===== src/hw/rtl/fps_pkg.sv =====
// ============================================================================
// fps_pkg
// Shared types and constants of the farthest point sampler: field widths,
// stream packing, configuration register indexes and the pipeline tag.
// ============================================================================
package fps_pkg;

    // Coordinate and distance widths
    localparam int COORD_BITS = 16;
    localparam int DIFF_W     = COORD_BITS + 1;
    localparam int SQ_W       = 2 * COORD_BITS;
    localparam int DIST_W     = 2 * COORD_BITS + 4;

    // Sample index and run length
    localparam int IDX_W       = 10;
    localparam int SCOUNT_W    = 7;
    localparam int VCOUNT_W    = 11;
    localparam int MAX_SAMPLES = 64;

    // Stream packing
    localparam int S_TDATA_W = 64;
    localparam int M_TDATA_W = 16;

    // Configuration port
    localparam int CFG_ADDR_W = 2;
    localparam int CFG_DATA_W = 11;

    localparam logic [CFG_ADDR_W-1:0] REG_VERTEX_COUNT = 2'd0;
    localparam logic [CFG_ADDR_W-1:0] REG_SAMPLE_COUNT = 2'd1;
    localparam logic [CFG_ADDR_W-1:0] REG_FIRST_SAMPLE = 2'd2;

    localparam logic [VCOUNT_W-1:0] VCOUNT_RESET = 11'd1024;
    localparam logic [SCOUNT_W-1:0] SCOUNT_RESET = 7'd16;
    localparam logic [IDX_W-1:0]    FIRST_RESET  = 10'd0;

    // Request kinds carried on tuser
    localparam logic REQ_LOAD  = 1'b0;
    localparam logic REQ_START = 1'b1;

    // Cycles from the last vertex read until the best index has settled
    localparam int DRAIN_CYCLES = 6;
    localparam int DRAIN_W      = 3;

    typedef logic signed [COORD_BITS-1:0] coord_t;
    typedef logic signed [DIFF_W-1:0]     diff_t;
    typedef logic [DIST_W-1:0]            dist_t;

    // Travels alongside each vertex through the distance pipeline
    typedef struct packed {
        logic valid;
        logic first;   // first pass of a run: stored distance is not yet meaningful
    } tag_t;

endpackage


===== src/hw/rtl/fps_sq_dist.sv =====
// ============================================================================
// fps_sq_dist
// Three-stage squared Euclidean distance between a vertex and the current
// centre: difference, square, sum. Tag and index travel alongside.
// ============================================================================
module fps_sq_dist #(
    parameter int AW = 10
) (
    input  logic             aclk,
    input  logic             aresetn,
    input  fps_pkg::coord_t  centre_x,
    input  fps_pkg::coord_t  centre_y,
    input  fps_pkg::coord_t  centre_z,
    input  fps_pkg::coord_t  vert_x,
    input  fps_pkg::coord_t  vert_y,
    input  fps_pkg::coord_t  vert_z,
    input  fps_pkg::tag_t    in_tag,
    input  logic [AW-1:0]    in_idx,
    output fps_pkg::tag_t    out_tag,
    output logic [AW-1:0]    out_idx,
    output fps_pkg::dist_t   out_dist
);
    import fps_pkg::*;

    diff_t             dx_reg, dy_reg, dz_reg;
    logic [SQ_W-1:0]   sqx_reg, sqy_reg, sqz_reg;
    dist_t             sum_reg;
    tag_t              tag1_reg, tag2_reg, tag3_reg;
    logic [AW-1:0]     idx1_reg, idx2_reg, idx3_reg;

    logic signed [2*DIFF_W-1:0] px, py, pz;

    // Squares of 17-bit differences stay below 2^32
    assign px = dx_reg * dx_reg;
    assign py = dy_reg * dy_reg;
    assign pz = dz_reg * dz_reg;

    // Advance tags
    always_ff @(posedge aclk) begin
        if (!aresetn) begin
            tag1_reg <= '0;
            tag2_reg <= '0;
            tag3_reg <= '0;
        end else begin
            tag1_reg <= in_tag;
            tag2_reg <= tag1_reg;
            tag3_reg <= tag2_reg;
        end
    end

    // Difference, square and sum stages
    always_ff @(posedge aclk) begin
        dx_reg   <= {vert_x[COORD_BITS-1], vert_x} - {centre_x[COORD_BITS-1], centre_x};
        dy_reg   <= {vert_y[COORD_BITS-1], vert_y} - {centre_y[COORD_BITS-1], centre_y};
        dz_reg   <= {vert_z[COORD_BITS-1], vert_z} - {centre_z[COORD_BITS-1], centre_z};
        idx1_reg <= in_idx;
        sqx_reg  <= px[SQ_W-1:0];
        sqy_reg  <= py[SQ_W-1:0];
        sqz_reg  <= pz[SQ_W-1:0];
        idx2_reg <= idx1_reg;
        sum_reg  <= DIST_W'(sqx_reg) + DIST_W'(sqy_reg) + DIST_W'(sqz_reg);
        idx3_reg <= idx2_reg;
    end

    assign out_tag  = tag3_reg;
    assign out_idx  = idx3_reg;
    assign out_dist = sum_reg;

endmodule


===== config.mk =====
export PLATFORM = sky130hd
export DESIGN_NAME = fps_sq_dist
export DESIGN_NICKNAME = d
export VERILOG_FILES = /design/src/hw/rtl/fps_pkg.sv /design/src/hw/rtl/fps_sq_dist.sv
export SDC_FILE = /design/constraint.sdc
export NUM_CORES = 2
export LEC_CHECK = 0
export BUFFER_PORTS_ARGS = -buffer_cell sky130_fd_sc_hd__buf_2
export CAP_MARGIN = 10
export CELL_PAD_IN_SITES_DETAIL_PLACEMENT = 0
export CELL_PAD_IN_SITES_GLOBAL_PLACEMENT = 1
export CORE_ASPECT_RATIO = 2
export CORE_UTILIZATION = 40
export CTS_BUF_LIST = sky130_fd_sc_hd__clkbuf_4
export DETAILED_ROUTE_END_ITERATION = 8
export HOLD_SLACK_MARGIN = 0.12
export PLACE_DENSITY_LB_ADDON = 0.1
export SETUP_SLACK_MARGIN = 0.02
export SYNTH_ARGS = -nofsm -noshare
export SYNTH_HDL_FRONTEND = slang
export SYNTH_SLANG_ARGS = --single-unit

===== constraint.sdc =====
create_clock -name aclk -period 13.85 [get_ports aclk]
set_clock_uncertainty 0.1 [all_clocks]
set_input_delay 1.385 -clock aclk [delete_from_list [all_inputs] [get_ports aclk]]
set_output_delay 1.385 -clock aclk [all_outputs]
set_load 0.005 [all_outputs]

==> flow_metrics.py <==
metrics = {
    "status": {
        "status": "finished, final reports clean",
    },
    "drt": {
        "drt_first_pass_iters": 5,
        "drt_drc_violations_left": 0,
        "avgRoutedWirePerCell_um": 18.0,
        "via_per_inst": 4.75,
        "postRouteAntennaNets": 0,
        "drt-initial-drc-count": 747,
        "routed-via-count": 24935,
        "drt_wl_total_um": 94600,
    },
    "yosys": {
        "synth_top_cells_by_area": "fa_1 (44%), dfxtp_1 (12%), ha_1 (11%)",
        "synthesis.area_mm2": 0.0368,
        "ys_ff_latch": 214,
        "synthCells": 3840,
        "synth_enable_flop_cells": 0,
        "asyncSetResetFlopFracSynth_pct": 0,
        "ys.flop_type": "dfxtp_1",
        "yosysWarnings": 0,
        "synth_largest_type_area_fraction_pct": 43.7,
        "synth_seq_area_share_pct": 11.6,
        "synth_cell_types": 71,
        "post_synth.cell_area_avg_um2": 9.58,
        "synth_top_area_cell": "fa_1",
    },
    "place": {
        "total_placed_cells_including_tap_cells": 5139,
        "gp_routability_congestion": 0.834,
        "detailed_place_hpwl_um": 81500,
        "port-buffer-count": 155,
    },
    "clock_tree": {
        "numClockSinks": 214,
        "cts_hold_repair.buffers": 0,
        "cts.htree.levels": 2,
        "postCtsSetupBuffers": 0,
        "post_cts_sizing": 0,
        "ctsRootBufferMaster": "clkbuf_4",
        "ctsLongestPathBuffers": 3,
        "cts_buffers": 59,
        "worst_skew_pair.late_latency_ns": 0.88,
        "cts_tree": "yes",
        "cts.clk_slew.worst_paths_ns": 0.08,
    },
    "layout": {
        "final_common_cell": "inv_1",
        "largest_register_ffs": 34,
        "most-common-layout-cells": "inv_1 (1,085), fa_1 (803), ha_1 (331)",
        "layout.nets": 5252,
        "post_route_cells_drive_above_1_share_pct": 7.49,
        "final_cell_count_no_fill": 5252,
        "synthesis_to_layout_area_growth_pct": 8.12,
    },
    "timing": {
        "layout_worst_path_cycle_share_pct": 54.0,
        "min_period_ns": 7.48,
        "hold_viol": 0,
        "tightestPinTransition_ns": 1.12,
        "max-slew-margin-rel_pct": 25.6,
        "fin_tns_setup_ns": 0,
        "upper_clock_frequency_limit_ghz": 0.134,
        "setup-violations-final": 0,
        "setup_repair_after_global_routing_missed_its_margin": "no",
        "maxSlewViolCount": 0,
    },
    "die": {
        "starting_density_of_the_core_pct": 40.3,
        "floorplan.io_pins": 158,
        "fp.dieH_um": 431,
        "floorplan.die_area_mm2": 0.0932,
        "dieWidth_um": 216,
        "core_region_area_mm2": 0.0913,
        "num_rows": 157,
    },
    "setup_path": {
        "crit-reg2reg-launch": "dx_reg[4]",
        "criticalPathCategory": "flip-flop to flip-flop",
        "timing.critical_path.from": "dx_reg[4]",
        "worstPathArrival_ns": 8.11,
        "critPathMaxFanout": 19,
        "reg2regPathDepth": 23,
        "critical_path.startpoint_type": "flip-flop",
        "rr_endpoint": "sqx_reg[30]",
        "reg2reg_slack_ns": 6.37,
        "cp_data_required_time_ns": 14.48,
        "endpoint_kind": "flip-flop",
    },
    "worst_hold_path": {
        "worstHoldStart": "idx1_reg[9]",
        "worst_hold_path_type": "flip-flop to flip-flop",
        "timing.hold.worst_endpoint": "idx2_reg[9]",
        "min_delay_path_depth": 0,
    },
    "job": {
        "cap_viol_max_count": 0,
    },
    "global_routing": {
        "global_route.usage.met1_pct": 19.9,
        "met3_usage_pct": 1.62,
        "globalRouteOverflowTotal": 0,
        "grt.busiest_layer": "met2",
        "first_global_vias": 28980,
        "grt_pass1_wl_um": 152000,
        "grt_use_met2_pct": 45.8,
        "grt_antenna_before_repair": 5,
        "grt_use_total_pct": 21.5,
        "grt_max_degree": 32,
    },
}
==> per-layer routing <==
| metal | share of wire, % | routed length [µm] |
|---|---|---|
| met5 | 0.029 | 27 |
| met4 | 4.8 | 4580 |
| met3 | 1.8 | 1720 |
| met2 | 62 | 58200 |
| met1 | 32 | 30000 |
==> synthesized netlist by cell type, drive strengths merged, types with 28 or more instances <==
cell type and instances:
xnor2 163, inv 1085, clkbuf 69, and2 176, ha 331, nand2b 31
a21oi 103, xor2 32, dfxtp 214, nor2 135, o21ai 71, nor3 36
nor2b 54, fa 803, o21a 30, nand2 267, nand3 28, a21o 43
==> worst max-delay path: stages (launching register included) <==
cell	delay (ns)
dfxtp_1	0.82
and2_1	0.26
inv_1	0.07
fa_1	0.53
inv_1	0.06
fa_1	0.55
inv_1	0.06
fa_1	0.37
inv_1	0.08
fa_1	0.43
fa_1	0.55
inv_1	0.05
fa_1	0.49
inv_1	0.05
ha_1	0.34
and2_1	0.18
a221oi_1	0.55
nand3_1	0.21
a211oi_1	0.60
o21ai_1	0.21
a31oi_1	0.22
o21bai_1	0.11
o41ai_1	0.31
xnor2_1	0.15
==> kinds of logic after synthesis <==
logic type / count (synthesis) / share of synthesized area [%]
buf+inv: 1157 / 11.8
fa+ha+maj: 1134 / 55.0
simple gates: 776 / 10.3
compound gates: 358 / 6.46
flops: 214 / 11.6
xor+xnor: 195 / 4.64
mux: 5 / 0.146
other cells: 1 / 0.0102
==> metrics by stage <==
stage	utilization [%]	setup WS [ns]	hold WS, ns	instance area [µm²]
after floorplan	-	7.18	0.210	36800
after global placement	42.6	6.49	0.210	38900
after detailed placement	42.6	6.43	0.212	38900
after CTS	43.5	6.32	0.199	39800
after global routing	43.5	5.96	0.228	39800
final	43.5	6.37	0.226	39800
==> cell type report <==
class,instances,area [µm²]
antenna,2,5.00
clock buffer,77,578
clock inverter,34,248
fill,9230,51600
inverter,1085,4070
multi-input combinational,2473,28200
sequential,214,4280
tap,1192,1490
timing repair buffer,175,926
==> worst max path at each step <==
stage                   to  slack [ns]  cells past startpoint
2_1_floorplan  sqz_reg[30]        7.18                     23
3_3_place_gp   sqx_reg[30]        6.49                     23
3_5_place_dp   sqx_reg[30]        6.43                     23
4_1_cts        sqx_reg[30]        6.32                     23
5_1_grt        sqx_reg[30]        5.96                     23
6_report       sqx_reg[30]        6.37                     23
Power is left out: the tool's default activity adds up to more than one toggle a clock period on the data nets, which glitch-free logic cannot reach.
